===== src/rtl/ecp_parallel_port_fifo_defines.svh =====
// ----------------------------------------------------------------------------
// ECP parallel port assertion macros
// Shared concurrent check templates for the port register block.
// ----------------------------------------------------------------------------
`ifndef ECP_PARALLEL_PORT_FIFO_DEFINES_SVH
`define ECP_PARALLEL_PORT_FIFO_DEFINES_SVH

// Same-cycle implication, checked outside reset
`define ECP_ASSERT_IMPL(label, ante, cons) \
    label: assert property (@(posedge i_clk) disable iff (!i_rst_n) \
        (ante) |-> (cons)) else $error("ecp check failed: same-cycle rule");

// Next-cycle implication, checked outside reset
`define ECP_ASSERT_NEXT(label, ante, cons) \
    label: assert property (@(posedge i_clk) disable iff (!i_rst_n) \
        (ante) |=> (cons)) else $error("ecp check failed: next-cycle rule");

`endif


===== src/rtl/ecp_pkg.sv =====
// ----------------------------------------------------------------------------
// ECP parallel port package
// Request and result types, register codes and the IRQ code table.
// ----------------------------------------------------------------------------
`timescale 1ns / 1ps

package ecp_pkg;

    // Configuration register indexes
    localparam int CFG_IDX_W = 2;
    localparam logic [CFG_IDX_W-1:0] CFG_PORT_MODE = 2'd0;
    localparam logic [CFG_IDX_W-1:0] CFG_IRQ_LINE  = 2'd1;
    localparam logic [CFG_IDX_W-1:0] CFG_DMA_CHAN  = 2'd2;

    // Access kinds and register blocks
    localparam logic CMD_READ  = 1'b0;
    localparam logic CMD_WRITE = 1'b1;
    localparam logic BANK_SPP  = 1'b0;
    localparam logic BANK_ECP  = 1'b1;

    // Register offsets within a block
    localparam logic [1:0] OFF_DATA    = 2'd0;  // SPP data / ECP FIFO
    localparam logic [1:0] OFF_STATUS  = 2'd1;  // SPP status / ECP config B
    localparam logic [1:0] OFF_CONTROL = 2'd2;  // SPP control / ECP ECR

    // Effective port modes
    localparam logic [2:0] MODE_SPP    = 3'd0;
    localparam logic [2:0] MODE_PS2    = 3'd1;
    localparam logic [2:0] MODE_FIFO   = 3'd2;
    localparam logic [2:0] MODE_ECP    = 3'd3;
    localparam logic [2:0] MODE_TEST   = 3'd6;
    localparam logic [2:0] MODE_CONFIG = 3'd7;
    localparam logic [2:0] SPP_SEL_COMPAT = 3'd4;

    // Fixed read values and masks
    localparam logic [7:0] STATUS_IDLE   = 8'h78;
    localparam logic [7:0] CNFGA_VALUE   = 8'h10;
    localparam logic [7:0] READ_NONE     = 8'hff;
    localparam logic [7:0] CTRL_WR_MASK  = 8'h3f;
    localparam logic [7:0] ECR_WR_MASK   = 8'hfc;
    localparam logic [3:0] THR_BASE      = 4'd15;

    typedef struct packed {
        logic [7:0] write_data;
        logic [1:0] offset;
        logic       bank;
        logic       cmd;
    } t_item;

    typedef struct packed {
        logic       irq_request;
        logic [7:0] read_data;
    } t_result;

    typedef struct packed {
        logic                 valid;
        logic [CFG_IDX_W-1:0] index;
        logic [7:0]           data;
    } t_cfg_wr;

    // Map an interrupt line to its configuration B code
    function automatic logic [2:0] irq_code(input logic [3:0] line);
        logic [2:0] code;
        case (line)
            4'd5:    code = 3'd7;
            4'd7:    code = 3'd1;
            4'd9:    code = 3'd2;
            4'd10:   code = 3'd3;
            4'd11:   code = 3'd4;
            4'd14:   code = 3'd5;
            4'd15:   code = 3'd6;
            default: code = 3'd0;
        endcase
        return code;
    endfunction

endpackage


===== src/rtl/ecp_in_stage.sv =====
// ----------------------------------------------------------------------------
// ECP input register
// Holds one accepted bus request until the core takes it.
// ----------------------------------------------------------------------------
`timescale 1ns / 1ps

module ecp_in_stage (
    input  logic           i_clk,
    input  logic           i_rst_n,
    input  logic           i_valid,
    output logic           o_ready,
    input  ecp_pkg::t_item i_item,
    input  logic           i_advance,
    output logic           o_valid,
    output ecp_pkg::t_item o_item
);

    logic           r_valid;
    ecp_pkg::t_item r_item;

    // Accept whenever the slot is empty or draining this cycle
    assign o_ready = !r_valid || i_advance;

    always_ff @(posedge i_clk) begin
        if (!i_rst_n) begin
            r_valid <= 1'b0;
        end else begin
            r_valid <= (i_valid && o_ready) || (r_valid && !i_advance);
        end
    end

    // Capture payload on accept
    always_ff @(posedge i_clk) begin
        if (i_valid && o_ready) begin
            r_item <= i_item;
        end
    end

    assign o_valid = r_valid;
    assign o_item  = r_item;

endmodule


===== src/rtl/ecp_core.sv =====
// ----------------------------------------------------------------------------
// ECP register core
// Register file, FIFO and service logic; one request updated per cycle when advanced.
// ----------------------------------------------------------------------------
`timescale 1ns / 1ps
`include "ecp_parallel_port_fifo_defines.svh"

module ecp_core #(
    parameter int DEPTH = 16
) (
    input  logic             i_clk,
    input  logic             i_rst_n,
    input  logic             i_advance,
    input  ecp_pkg::t_item   i_item,
    input  ecp_pkg::t_cfg_wr i_cfg,
    output ecp_pkg::t_result o_result
);

    localparam int PTR_W = $clog2(DEPTH);
    localparam int CNT_W = $clog2(DEPTH + 1);

    // Configuration
    logic [7:0]       r_port_mode, n_port_mode;
    logic [3:0]       r_irq_line, n_irq_line;
    logic [2:0]       r_dma, n_dma;
    // Port state
    logic [7:0]       r_data_latch, n_data_latch;
    logic [5:0]       r_control, n_control;
    logic [7:0]       r_ecr, n_ecr;
    logic [PTR_W-1:0] r_head, n_head;
    logic [CNT_W-1:0] r_count, n_count;
    logic [7:0]       r_last, n_last;
    logic             r_service, n_service;
    logic [7:0]       r_store [DEPTH];
    logic [7:0]       r_head_byte;

    logic             w_we;
    logic [PTR_W-1:0] w_tail;
    logic [7:0]       w_rd;
    logic             w_ecr_clear;

    // Effective mode from ECR or from the SPP mode field
    function automatic logic [2:0] eff_mode(input logic [7:0] cfg, input logic [7:0] ecr);
        logic [2:0] m;
        if (cfg[1]) begin
            m = ecr[7:5];
        end else begin
            m = (cfg[2:0] == ecp_pkg::SPP_SEL_COMPAT) ? ecp_pkg::MODE_SPP : ecp_pkg::MODE_PS2;
        end
        return m;
    endfunction

    // Service condition: enough free (forward) or filled (reverse) space
    function automatic logic service_hit(input logic [7:0] cfg, input logic [7:0] ecr,
                                         input logic [5:0] ctrl, input logic [CNT_W-1:0] cnt);
        logic [2:0]       m;
        logic [3:0]       thr;
        logic             rev;
        logic [CNT_W-1:0] avail;
        m     = eff_mode(cfg, ecr);
        thr   = (cfg[6:3] == ecp_pkg::THR_BASE) ? 4'd1 : (ecp_pkg::THR_BASE - cfg[6:3]);
        rev   = (m != ecp_pkg::MODE_FIFO) && ctrl[5];
        avail = rev ? cnt : (CNT_W'(DEPTH) - cnt);
        return (m inside {ecp_pkg::MODE_FIFO, ecp_pkg::MODE_ECP, ecp_pkg::MODE_TEST}) &&
               (ecr[3:2] == 2'b00) && (avail >= CNT_W'(thr));
    endfunction

    assign w_tail = r_head + r_count[PTR_W-1:0];

    // Decode the request and work out the next state
    always_comb begin
        logic [2:0] mode;
        logic       rev;
        logic       push;
        logic       pop;
        logic       check;
        n_port_mode  = r_port_mode;
        n_irq_line   = r_irq_line;
        n_dma        = r_dma;
        n_data_latch = r_data_latch;
        n_control    = r_control;
        n_ecr        = r_ecr;
        n_head       = r_head;
        n_count      = r_count;
        n_last       = r_last;
        n_service    = r_service;
        w_we         = 1'b0;
        w_rd         = ecp_pkg::READ_NONE;
        mode         = eff_mode(r_port_mode, r_ecr);
        rev          = r_control[5];
        push         = 1'b0;
        pop          = 1'b0;
        check        = 1'b0;

        if (i_cfg.valid) begin
            case (i_cfg.index)
                ecp_pkg::CFG_PORT_MODE: begin
                    n_port_mode = i_cfg.data;
                    check       = 1'b1;
                end
                ecp_pkg::CFG_IRQ_LINE: begin
                    n_irq_line = i_cfg.data[3:0];
                    check      = 1'b1;
                end
                ecp_pkg::CFG_DMA_CHAN: begin
                    n_dma = i_cfg.data[2:0];
                    check = 1'b1;
                end
                default: ;
            endcase
        end else if (i_advance) begin
            if (i_item.bank == ecp_pkg::BANK_SPP) begin
                if (i_item.cmd == ecp_pkg::CMD_WRITE) begin
                    case (i_item.offset)
                        ecp_pkg::OFF_DATA: begin
                            if (mode == ecp_pkg::MODE_ECP && !rev) begin
                                push = 1'b1;
                            end else begin
                                n_data_latch = i_item.write_data;
                            end
                        end
                        ecp_pkg::OFF_CONTROL: begin
                            n_control = i_item.write_data[5:0] & ecp_pkg::CTRL_WR_MASK[5:0];
                            check     = 1'b1;
                        end
                        default: ;
                    endcase
                end else begin
                    case (i_item.offset)
                        ecp_pkg::OFF_DATA: begin
                            if (mode == ecp_pkg::MODE_SPP || !rev) begin
                                w_rd = r_data_latch;
                            end
                        end
                        ecp_pkg::OFF_STATUS:  w_rd = ecp_pkg::STATUS_IDLE;
                        ecp_pkg::OFF_CONTROL: w_rd = {2'b00, r_control};
                        default: ;
                    endcase
                end
            end else if (r_port_mode[1] && (i_item.offset inside
                         {ecp_pkg::OFF_DATA, ecp_pkg::OFF_STATUS, ecp_pkg::OFF_CONTROL})) begin
                if (i_item.cmd == ecp_pkg::CMD_WRITE) begin
                    if (i_item.offset == ecp_pkg::OFF_CONTROL) begin
                        // ECR write: clear service, flush in the plain modes
                        n_ecr     = i_item.write_data & ecp_pkg::ECR_WR_MASK;
                        n_service = 1'b0;
                        if (i_item.write_data[7:5] <= ecp_pkg::MODE_PS2) begin
                            n_head  = '0;
                            n_count = '0;
                        end
                        check = 1'b1;
                    end else if (i_item.offset == ecp_pkg::OFF_DATA &&
                                 (mode == ecp_pkg::MODE_FIFO || mode == ecp_pkg::MODE_TEST ||
                                  (mode == ecp_pkg::MODE_ECP && !rev))) begin
                        push = 1'b1;
                    end
                end else begin
                    if (i_item.offset == ecp_pkg::OFF_CONTROL) begin
                        w_rd = r_ecr | {6'b0, (r_count == CNT_W'(DEPTH)), (r_count == '0)};
                    end else if (mode == ecp_pkg::MODE_CONFIG) begin
                        if (i_item.offset == ecp_pkg::OFF_DATA) begin
                            w_rd = ecp_pkg::CNFGA_VALUE;
                        end else begin
                            w_rd = {1'b0, r_service, ecp_pkg::irq_code(r_irq_line),
                                    (r_dma[2] ? 3'd0 : r_dma)};
                        end
                    end else if (i_item.offset == ecp_pkg::OFF_DATA &&
                                 (mode == ecp_pkg::MODE_TEST ||
                                  (mode == ecp_pkg::MODE_ECP && rev))) begin
                        pop = 1'b1;
                    end
                end
            end
        end

        // Push drops the byte when full; pop of an empty FIFO repeats the last byte
        if (push) begin
            if (r_count < CNT_W'(DEPTH)) begin
                w_we    = 1'b1;
                n_count = r_count + 1'b1;
            end
            check = 1'b1;
        end
        if (pop) begin
            if (r_count != '0) begin
                n_last  = r_head_byte;
                n_head  = r_head + 1'b1;
                n_count = r_count - 1'b1;
            end
            w_rd  = n_last;
            check = 1'b1;
        end

        // Re-evaluate the service request on the updated state
        if (check && service_hit(n_port_mode, n_ecr, n_control, n_count)) begin
            n_ecr[2]  = 1'b1;
            n_service = 1'b1;
        end
    end

    assign o_result.read_data   = (i_item.cmd == ecp_pkg::CMD_WRITE) ? ecp_pkg::READ_NONE : w_rd;
    assign o_result.irq_request = n_service;

    // Hold control and register state
    always_ff @(posedge i_clk) begin
        if (!i_rst_n) begin
            r_port_mode  <= '0;
            r_irq_line   <= '0;
            r_dma        <= '0;
            r_data_latch <= '0;
            r_control    <= '0;
            r_ecr        <= '0;
            r_head       <= '0;
            r_count      <= '0;
            r_last       <= '0;
            r_service    <= 1'b0;
        end else begin
            r_port_mode  <= n_port_mode;
            r_irq_line   <= n_irq_line;
            r_dma        <= n_dma;
            r_data_latch <= n_data_latch;
            r_control    <= n_control;
            r_ecr        <= n_ecr;
            r_head       <= n_head;
            r_count      <= n_count;
            r_last       <= n_last;
            r_service    <= n_service;
        end
    end

    // FIFO storage, written at the tail; keep the byte at the next head ready
    always_ff @(posedge i_clk) begin
        if (w_we) begin
            r_store[w_tail] <= i_item.write_data;
        end
        if (w_we && w_tail == n_head) begin
            r_head_byte <= i_item.write_data;
        end else begin
            r_head_byte <= r_store[n_head];
        end
    end

    assign w_ecr_clear = i_advance && !i_cfg.valid && i_item.bank == ecp_pkg::BANK_ECP &&
                         i_item.cmd == ecp_pkg::CMD_WRITE &&
                         i_item.offset == ecp_pkg::OFF_CONTROL && r_port_mode[1] &&
                         i_item.write_data[7:5] <= ecp_pkg::MODE_PS2;

    `ECP_ASSERT_IMPL(a_count_bound, 1'b1, r_count <= CNT_W'(DEPTH))
    `ECP_ASSERT_IMPL(a_irq_has_ecr_flag, r_service, r_ecr[2])
    `ECP_ASSERT_IMPL(a_ecr_low_clear, 1'b1, r_ecr[1:0] == 2'b00)
    `ECP_ASSERT_NEXT(a_ecr_flush, w_ecr_clear, r_count == '0 && r_head == '0)

endmodule


===== src/rtl/ecp_out_stage.sv =====
// ----------------------------------------------------------------------------
// ECP result register
// Holds one result until the downstream side takes it.
// ----------------------------------------------------------------------------
`timescale 1ns / 1ps

module ecp_out_stage (
    input  logic             i_clk,
    input  logic             i_rst_n,
    input  logic             i_load,
    input  ecp_pkg::t_result i_result,
    output logic             o_free,
    output logic             o_valid,
    input  logic             i_ready,
    output ecp_pkg::t_result o_result
);

    logic             r_valid;
    ecp_pkg::t_result r_result;

    // Free when empty or being taken this cycle
    assign o_free = !r_valid || i_ready;

    always_ff @(posedge i_clk) begin
        if (!i_rst_n) begin
            r_valid <= 1'b0;
        end else begin
            r_valid <= i_load || (r_valid && !i_ready);
        end
    end

    always_ff @(posedge i_clk) begin
        if (i_load) begin
            r_result <= i_result;
        end
    end

    assign o_valid  = r_valid;
    assign o_result = r_result;

endmodule


===== src/rtl/ecp_parallel_port_fifo.sv =====
// ----------------------------------------------------------------------------
// ECP parallel port register block
// SPP and ECP registers with a byte FIFO, one bus request per cycle while results are taken.
// ----------------------------------------------------------------------------
//  Channel   Direction  Handshake                      Payload
//  s_axis    in         s_axis_tvalid / s_axis_tready  tuser: cmd, bank, offset
//                                                      tdata: write_data
//  m_axis    out        m_axis_tvalid / m_axis_tready  tdata: read_data, irq_request
//  cfg       in         i_cfg_valid / o_cfg_ready      i_cfg_index, i_cfg_data
//
//  One request per cycle sustained while results are taken; an accepted request goes
//  through the input register, then one state update into the result register.
//  The register and FIFO state updates once per request, so requests follow back to back.
//  Synchronous active-low reset clears the valid flags, the control and configuration
//  registers, the FIFO pointers and count. A stalled result holds the input register;
//  configuration writes wait for it to be empty.
// ----------------------------------------------------------------------------
`timescale 1ns / 1ps

module ecp_parallel_port_fifo #(
    parameter int FIFO_DEPTH = 16
) (
    input  logic        i_clk,
    input  logic        i_rst_n,
    input  logic        s_axis_tvalid,
    output logic        s_axis_tready,
    input  logic [7:0]  s_axis_tdata,   // [7:0] write_data
    input  logic [3:0]  s_axis_tuser,   // [0] cmd, [1] bank, [3:2] offset
    output logic        m_axis_tvalid,
    input  logic        m_axis_tready,
    output logic [15:0] m_axis_tdata,   // [7:0] read_data, [8] irq_request, [15:9] zero
    input  logic        i_cfg_valid,
    output logic        o_cfg_ready,
    input  logic [ecp_pkg::CFG_IDX_W-1:0] i_cfg_index,
    input  logic [7:0]  i_cfg_data
);

    ecp_pkg::t_item   w_in_item;
    ecp_pkg::t_item   w_item;
    ecp_pkg::t_result w_result;
    ecp_pkg::t_result w_out_result;
    ecp_pkg::t_cfg_wr w_cfg;
    logic             w_in_valid;
    logic             w_out_free;
    logic             w_advance;

    // Unpack the request
    assign w_in_item.cmd        = s_axis_tuser[0];
    assign w_in_item.bank       = s_axis_tuser[1];
    assign w_in_item.offset     = s_axis_tuser[3:2];
    assign w_in_item.write_data = s_axis_tdata;

    // Move a request into the core when the result slot can take it
    assign w_advance = w_in_valid && w_out_free;

    // Configuration writes only while no request is waiting
    assign o_cfg_ready = !w_in_valid;
    assign w_cfg.valid = i_cfg_valid && o_cfg_ready;
    assign w_cfg.index = i_cfg_index;
    assign w_cfg.data  = i_cfg_data;

    ecp_in_stage u_in (
        .i_clk     (i_clk),
        .i_rst_n   (i_rst_n),
        .i_valid   (s_axis_tvalid),
        .o_ready   (s_axis_tready),
        .i_item    (w_in_item),
        .i_advance (w_advance),
        .o_valid   (w_in_valid),
        .o_item    (w_item)
    );

    ecp_core #(
        .DEPTH (FIFO_DEPTH)
    ) u_core (
        .i_clk     (i_clk),
        .i_rst_n   (i_rst_n),
        .i_advance (w_advance),
        .i_item    (w_item),
        .i_cfg     (w_cfg),
        .o_result  (w_result)
    );

    ecp_out_stage u_out (
        .i_clk    (i_clk),
        .i_rst_n  (i_rst_n),
        .i_load   (w_advance),
        .i_result (w_result),
        .o_free   (w_out_free),
        .o_valid  (m_axis_tvalid),
        .i_ready  (m_axis_tready),
        .o_result (w_out_result)
    );

    // Pack the result
    assign m_axis_tdata = {7'b0, w_out_result.irq_request, w_out_result.read_data};

endmodule


===== config.mk =====
export PLATFORM = sky130hd
export DESIGN_NAME = ecp_parallel_port_fifo
export DESIGN_NICKNAME = d
export VERILOG_FILES = /design/src/rtl/ecp_pkg.sv /design/src/rtl/ecp_in_stage.sv /design/src/rtl/ecp_core.sv /design/src/rtl/ecp_out_stage.sv /design/src/rtl/ecp_parallel_port_fifo.sv
export VERILOG_INCLUDE_DIRS = /design/src /design/src/rtl
export SDC_FILE = /design/constraint.sdc
export NUM_CORES = 1
export LEC_CHECK = 0
export ABC_AREA = 1
export ABC_CLOCK_PERIOD_IN_PS = 4200
export CORE_ASPECT_RATIO = 1.1
export CORE_UTILIZATION = 45
export DETAILED_ROUTE_END_ITERATION = 6
export DONT_BUFFER_PORTS = 1
export PLACE_DENSITY = 0.62
export SYNTH_ARGS = -nofsm -noshare
export SYNTH_HDL_FRONTEND = slang
export SYNTH_HIERARCHICAL = 1
export SYNTH_SLANG_ARGS = --single-unit

===== constraint.sdc =====
create_clock -name i_clk -period 4.2 [get_ports i_clk]
set_clock_uncertainty 0.15 [all_clocks]
set_input_delay 0.63 -clock i_clk [delete_from_list [all_inputs] [get_ports i_clk]]
set_output_delay 0.63 -clock i_clk [all_outputs]
set_load 0.05 [all_outputs]

==> metrics.yaml, run 1 <==
critical_path:
  r2r_start: "u_out/o_valid$_SDFF_PN0_"
  worstPathArrival_ns: 3.78
  cp_top_family: "simple AND/OR/NAND/NOR gates"
  crit_path_start_kind: "register"
  max_stage_delay_ns: 0.48
  crit_type: "register to register"
  endpoint_kind: "register"
  crit_path_frequent_cell: "nand2_1"
  slowest_stage: "dfxtp_1"
  r2r_setup_slack_ns: 0.51
  worstRegToRegCells: 22
  crit_fanout: 12
  worstReg2RegEnd: "u_out/o_result[8]$_DFFE_PP_"
  cp.required_ns: 4.29
  path_cells: "nand2_2 -> nand2_1 -> inv_1 -> nand2_1 -> nor3_1 -> nand2_1 -> nor2_4 -> nand3_4 -> nand2_2 -> nand2_1 -> o31ai_2 -> inv_2 -> ha_1 -> nand2_1 -> o21ai_0 -> ha_1 -> a21oi_1 -> o21bai_1 -> a21oi_1 -> nand3_2 -> nand2_2 -> nand2_1"
  crit_buf_inv: 2
pwr:
  power.leakage_nw: 3.67
  p_sw_mw: 0.909
  cellPowerDensity_nw_per_um2: 412
  p_sw_frac: 0.214
  pwr-share-seq: 0.532
  pwr-share-clk: 0.437
  max-vdd-ir-drop_v: 0.000348
  p_comb_frac: 0.032
  internal_power_mw: 3.34
placed_design:
  gp_congestion: 0.894
  dp_hpwl_mm: 14.0
  io_buffers: 0
  dpl-instance-area_um2: 9610
  place_ws_ns: 0.452
cts:
  cts-resized-gates: 0
  root_buffer: "clkbuf_16"
  clkTransAtPathRegs_ns: 0.06
  cts_max_level: 1
  clock_latency_ns: 0.51
  cts_hold_buf: 0
  cts_setup_buffers: 0
  cts_buffers: 23
  clock-sinks: 207
  cts_tree: "built"
  cts_buffer_depth: 3
timing:
  rsz0062_at_grt: "false"
  slew-limit-headroom: 0.265
  worst_pin_slew_ns: 1.10
  final-hold-violation-count: 0
  tns_ns: 0
  fin_ws_ns: 0.509
  setup_viol: 0
  min_period_ns: 3.69
  fin_crit_sh: 0.879
  whs_ns: 0.0660
  drv_slew: 0
  max_freq_ghz: 0.271
cells_and_area:
  area_delta_synth_final_pct: 10.2
  final_util: 0.512
  final_nets: 915
  drive_above_1_share: 0.129
  final_area_um2: 10300
  nFillCells: 1779
  antennaDiodeCount: 0
route:
  met3_length_um: 927
  first_pass_iters: 5
  dr_total_vias: 6242
  route.detailed.drc: 0
  wl_met1_mm: 9.43
  routed.top_layer: "met4"
  dr.first_iter.drc_count: 527
  wl_per_cell_um: 18.7
  wirelength_mm: 21.3
  ant_nets: 0
  wl_met2_mm: 10.3
  vias_per_cell: 5.49
hold_path:
  min_to: "u_in/o_item[0]$_DFFE_PP_"
  hold_path_class: "input pin to register"
  hold_path_startpoint: "s_axis_tuser[0]"
  holdPathStages: 0
grt:
  grt_pass1_vias: 6240
  antenna_found_initial: 0
  grt_max_degree: 65
  grt_remaining_overflow: 0
  grt_first_pass_wirelength_mm: 33.8
  grt_util_all_layers: 0.203
yosys:
  yosys_warnings: 6
  ys_types: 53
  netlist_instances: 865
  synth.top_cell.area_share: 0.478
  ys_seq_area_frac: 0.602
  synth_area_leaders: "edfxtp_1 48%, dfxtp_1 12%, nor2_1 4.5%"
  synth-edff-count: 149
  synth-async-reset-ratio: 0
  ys_seq_elements: 207
  synthFlopType: "edfxtp_1"
  syn_area_per_cell_um2: 10.8
  syn-cell-area_um2: 9350
  yosysTopAreaCell: "edfxtp_1"
floorplan:
  dieHeight_um: 153
  io_pins: 46
  core_area_um2: 20100
  start_util: 0.465
  die_w_um: 139
  fp-row-count: 54
  die_area_um2: 21400
status:
  status: "finished, final reports clean"
job:
  maxCapViolCount: 0
==> layout make-up <==
cell class,count,area (um^2),area share
flip-flops and latches,207,5640,0.547
multi-input cells,546,3220,0.313
clock buffers,31,616,0.0597
well taps,252,315,0.0306
inverters,73,274,0.0266
repair buffers,20,163,0.0158
clock inverters,9,75.1,0.00729
==> cells by family (layout without fill, tap and decap cells) <==
kind of cell    Yosys count  after routing  synth area share
compound gates          184            184             0.129
xor+xnor                  7              7           0.00655
fa+ha+maj                17             17            0.0235
buf+inv                 118            133            0.0554
flops                   207            207             0.602
mux                      31             31            0.0332
other cells               1              7          0.000401
simple gates            300            300             0.150
==> metrics by stage <==
| step | std cells | total power, mW |
|---|---|---|
| 4_1_cts | 1138 | 4.28 |
| 2_1_floorplan | 871 | 2.39 |
| 6_report | 1138 | 4.24 |
| 3_5_place_dp | 1098 | 2.43 |
| 3_3_place_gp | 1098 | 2.43 |
| 5_1_grt | 1138 | 4.36 |
==> per-layer routing <==
layer	GRT usage	up-vias
li1	-	3073
met1	0.266	2978
met2	0.345	149
met3	0.0276	42
met4	0.0720	0
met5	0	-
==> cells in the mapped netlist, types with 11 or more instances <==
library cell    n
o211ai_1       16
buf_4          11
o221ai_1       28
mux2i_1        31
dfxtp_1        58
edfxtp_1      149
o21ai_0        71
inv_1          61
clkbuf_1       22
nand2_2        17
nand3_1        50
nor2_1        113
inv_2          11
a21oi_1        28
nand2_1        83
ha_1           16
==> layout by cell type, fill, tap and decap left out, types with 4 or more instances in the layout <==
master | synthesis | layout
a21oi_1 | 28 | 28
a21oi_2 | 6 | 6
a32o_1 | 4 | 4
buf_4 | 11 | 19
clkbuf_1 | 22 | 7
clkbuf_16 | 0 | 23
clkinv_1 | 1 | 4
conb_1 | 1 | 7
dfxtp_1 | 58 | 56
edfxtp_1 | 149 | 149
ha_1 | 16 | 16
inv_1 | 61 | 61
inv_2 | 11 | 11
mux2i_1 | 31 | 31
nand2_1 | 83 | 83
nand2_2 | 17 | 17
nand2_4 | 4 | 4
nand3_1 | 50 | 50
nand3_2 | 6 | 6
nand4_1 | 6 | 6
nor2_1 | 113 | 113
nor2_4 | 6 | 6
nor3_1 | 4 | 4
o211ai_1 | 16 | 16
o21ai_0 | 71 | 71
o21ai_1 | 4 | 4
o221ai_1 | 28 | 28
o32ai_1 | 6 | 6
xor2_1 | 4 | 4
==> power groups by stage <==
stage	Clock, mW	Sequential (mW)	Combinational, mW
final	1.85	2.26	0.134
after floorplan	0	2.29	0.101
after CTS	1.89	2.26	0.134
after global routing	1.96	2.26	0.147
after detailed placement	0	2.30	0.133
after global placement	0	2.30	0.132
==> how the worst max path moves through the flow <==
| stage | start | to | slack, ns | depth (start not counted) |
|---|---|---|---|---|
| 6_report | u_out/o_valid$_SDFF_PN0_ | u_out/o_result[8]$_DFFE_PP_ | 0.51 | 22 |
| 5_1_grt | u_in/o_item[2]$_DFFE_PP_ | u_out/o_result[8]$_DFFE_PP_ | 0.19 | 22 |
| 4_1_cts | u_in/o_item[2]$_DFFE_PP_ | u_out/o_result[8]$_DFFE_PP_ | 0.48 | 21 |
| 3_5_place_dp | m_axis_tready | u_out/o_result[8]$_DFFE_PP_ | 0.45 | 23 |
| 3_3_place_gp | m_axis_tready | u_out/o_result[8]$_DFFE_PP_ | 0.44 | 23 |
| 2_1_floorplan | m_axis_tready | u_out/o_result[8]$_DFFE_PP_ | 0.40 | 23 |
==> sequential cells by signal (all words and copies together), names as in the netlist, 3 cells and up, named ones only <==
register	cells
u_core/r_data_latch	8
u_core/r_count	5
u_core/r_last	8
u_core/r_control	6
u_out/o_result	9
u_core/r_store	128
u_core/r_irq_line	4
u_in/o_item	12
u_core/r_port_mode	7
u_core/r_dma	3
u_core/r_ecr	6
u_core/r_head	4
Note: power is estimated with default switching activity, not from simulation.
==> inputs of run 2 (changes only) <==
--- a/config.mk
+++ b/config.mk
@@ -12,7 +12,7 @@
 export CORE_UTILIZATION = 45
 export DETAILED_ROUTE_END_ITERATION = 6
 export DONT_BUFFER_PORTS = 1
-export PLACE_DENSITY = 0.62
+export PLACE_DENSITY_LB_ADDON = 0.1
 export SYNTH_ARGS = -nofsm -noshare
 export SYNTH_HDL_FRONTEND = slang
 export SYNTH_HIERARCHICAL = 1
==> run 2 against run 1 <==
- worst hold slack got worse by 0.0076 ns
- register-to-register slack worse by 0.05 ns
- highest routed layer unchanged
- wire length up 4.5%
- critical endpoint unchanged
==> metrics.yaml, run 2 (same netlist as run 1, synthesis figures left out) <==
status:
  status: "finished, final reports clean"  # unchanged
critical_path:
  endpoint_kind: "register"  # unchanged
  crit_type: "register to register"  # unchanged
  path_cells: "ha_1 -> inv_1 -> nand2_2 -> nor2_4 -> nand2_1 -> nor2_4 -> nand3_4 -> nand2_2 -> nand2_1 -> o31ai_2 -> inv_2 -> ha_1 -> nand2_1 -> o21ai_0 -> ha_1 -> a21oi_1 -> o21bai_1 -> a21oi_1 -> nand3_2 -> nand2_2 -> nand2_1"  # was nand2_2 -> nand2_1 -> inv_1 -> nand2_1 -> nor3_1 -> nand2_1 -> nor2_4 -> nand3_4 -> nand2_2 -> nand2_1 -> o31ai_2 -> inv_2 -> ha_1 -> nand2_1 -> o21ai_0 -> ha_1 -> a21oi_1 -> o21bai_1 -> a21oi_1 -> nand3_2 -> nand2_2 -> nand2_1
  worstRegToRegCells: 21  # was 22
  max_stage_delay_ns: 0.44  # was 0.48 ns
  crit_path_frequent_cell: "nand2_1"  # unchanged
  cp.required_ns: 4.32  # was 4.29 ns
  crit_path_start_kind: "register"  # unchanged
  crit_fanout: 12  # unchanged
  r2r_setup_slack_ns: 0.46  # was 0.51 ns
  r2r_start: "u_in/o_item[2]$_DFFE_PP_"  # was u_out/o_valid$_SDFF_PN0_
  worstPathArrival_ns: 3.86  # was 3.78 ns
  slowest_stage: "edfxtp_1"  # was dfxtp_1
  worstReg2RegEnd: "u_out/o_result[8]$_DFFE_PP_"  # unchanged
cells_and_area:
  antennaDiodeCount: 0  # unchanged
  nFillCells: 1804  # was 1779
  drive_above_1_share: 0.124  # was 0.129
  largest_register: "u_core/r_store"  # unchanged
  seq_area_um2: 5640  # about the same
  final_area_um2: 10300  # about the same
  layout_common_cells: "149 x edfxtp_1, 113 x nor2_1, 83 x nand2_1, 71 x o21ai_0, 61 x inv_1"  # unchanged
  final_nets: 910  # was 915
  largest_register_ffs: 128  # unchanged
  area_delta_synth_final_pct: 10.2  # about the same
  final_common_cell: "edfxtp_1"  # unchanged
  multi_input_area_um2: 3220  # unchanged
timing:
  fin_crit_sh: 0.891  # was 0.879
  min_period_ns: 3.74  # was 3.69 ns
  max_freq_ghz: 0.267  # was 0.271 GHz
  worst_pin_slew_ns: 1.12  # was 1.10 ns
  tns_ns: 0  # unchanged
  final-hold-violation-count: 0  # unchanged
  rsz0062_at_grt: "false"  # unchanged
  drv_slew: 0  # unchanged
  slew-limit-headroom: 0.253  # was 0.265
  setup_viol: 0  # unchanged
  fin_ws_ns: 0.459  # was 0.509 ns
floorplan:
  die_area_um2: 21400  # unchanged
  die_w_um: 139  # unchanged
  fp-row-count: 54  # unchanged
  io_pins: 46  # unchanged
  start_util: 0.465  # unchanged
  core_area_um2: 20100  # unchanged
  dieHeight_um: 153  # unchanged
route:
  first_pass_iters: 5  # unchanged
  ant_nets: 0  # unchanged
  wirelength_mm: 22.2  # was 21.3 mm
  dr.first_iter.drc_count: 408  # was 527
  vias_per_cell: 5.60  # was 5.49
  route.detailed.drc: 0  # unchanged
  wl_per_cell_um: 19.6  # was 18.7 um
  dr_total_vias: 6347  # was 6242
grt:
  grt_first_pass_wirelength_mm: 34.8  # was 33.8 mm
  grt_max_degree: 65  # unchanged
  grt_pass1_vias: 6271  # was 6240
  grt_util_all_layers: 0.213  # was 0.203
  antenna_found_initial: 0  # unchanged
  grt_remaining_overflow: 0  # unchanged
placed_design:
  dp_hpwl_mm: 15.2  # was 14.0 mm
  place_ws_ns: 0.365  # was 0.452 ns
  dpl-instance-area_um2: 9570  # was 9610 um^2
  io_buffers: 0  # unchanged
  gp_congestion: 0.870  # was 0.894
cts:
  root_buffer: "clkbuf_16"  # unchanged
  cts_hold_buf: 0  # unchanged
  clkTransAtPathRegs_ns: 0.06  # about the same
  cts-resized-gates: 0  # unchanged
  clock-sinks: 207  # unchanged
  cts_max_level: 1  # unchanged
  cts_tree: "built"  # unchanged
  cts_setup_buffers: 0  # unchanged
  cts_buffer_depth: 3  # unchanged
  clock_latency_ns: 0.52  # was 0.51 ns
  cts_buffers: 23  # unchanged
job:
  maxCapViolCount: 0  # unchanged
hold_path:
  hold_path_startpoint: "s_axis_tuser[2]"  # was s_axis_tuser[0]
  min_to: "u_in/o_item[2]$_DFFE_PP_"  # was u_in/o_item[0]$_DFFE_PP_
  holdPathStages: 0  # unchanged
  hold_path_class: "input pin to register"  # unchanged
pwr:
  max-vdd-ir-drop_v: 0.000297  # was 0.000348 V
  cellPowerDensity_nw_per_um2: 423  # was 412 nW/um^2
  power.leakage_nw: 3.67  # about the same
-- run 2: final cells by class --
class,count,share of cell area
Inverter,73,0.0266
Multi-Input combinational cell,546,0.313
Clock buffer,27,0.0573
Timing Repair Buffer,15,0.0121
Clock inverter,13,0.0141
Tap cell,252,0.0306
Sequential cell,207,0.547
-- run 2: per-layer routing --
layer / routed length, um / global-route usage / vias to the layer above
met5: 0 / 0 / -
met4: 911 / 0.0915 / 0
met3: 917 / 0.0263 / 48
met2: 11400 / 0.376 / 173
met1: 9050 / 0.263 / 3058
li1: - / - / 3068
-- run 2: report_power, final --
| group | total [mW] | leakage [nW] | internal, mW | switching, mW |
|---|---|---|---|---|
| sequential | 2.26 | 1.81 | 2.21 | 0.0437 |
| clock | 1.96 | 0.359 | 1.19 | 0.778 |
| combinational | 0.137 | 1.50 | 0.0341 | 0.103 |
-- run 2: worst max-delay path by stage --
stage / startpoint / to / slack (ns) / cells past startpoint
finish: u_in/o_item[2]$_DFFE_PP_ / u_out/o_result[8]$_DFFE_PP_ / 0.46 / 21
global route: u_in/o_item[2]$_DFFE_PP_ / u_out/o_result[8]$_DFFE_PP_ / 0.13 / 21
CTS: u_in/o_item[2]$_DFFE_PP_ / u_out/o_result[8]$_DFFE_PP_ / 0.44 / 21
detailed placement: m_axis_tready / u_out/o_result[8]$_DFFE_PP_ / 0.36 / 23
global placement: m_axis_tready / u_out/o_result[8]$_DFFE_PP_ / 0.44 / 23
floorplan: m_axis_tready / u_out/o_result[8]$_DFFE_PP_ / 0.40 / 23
-- run 2: worst max-delay path, delay by kind of cell (launching register included) --
kind            cells  cell delay (ns)
buf+inv             2             0.16
simple gates       11             1.33
compound gates      5             0.59
fa+ha+maj           3             0.81
flops               1             0.44
-- run 2: through the flow --
| step | instances | util | hold slack, ns | power, mW |
|---|---|---|---|---|
| after floorplan | 871 | - | 0.280 | 2.39 |
| after global placement | 1093 | 0.476 | 0.290 | 2.43 |
| after detailed placement | 1093 | 0.476 | 0.298 | 2.44 |
| after CTS | 1133 | 0.512 | 0.0416 | 4.40 |
| after global routing | 1133 | 0.512 | 0.0476 | 4.49 |
| final | 1133 | 0.512 | 0.0584 | 4.36 |
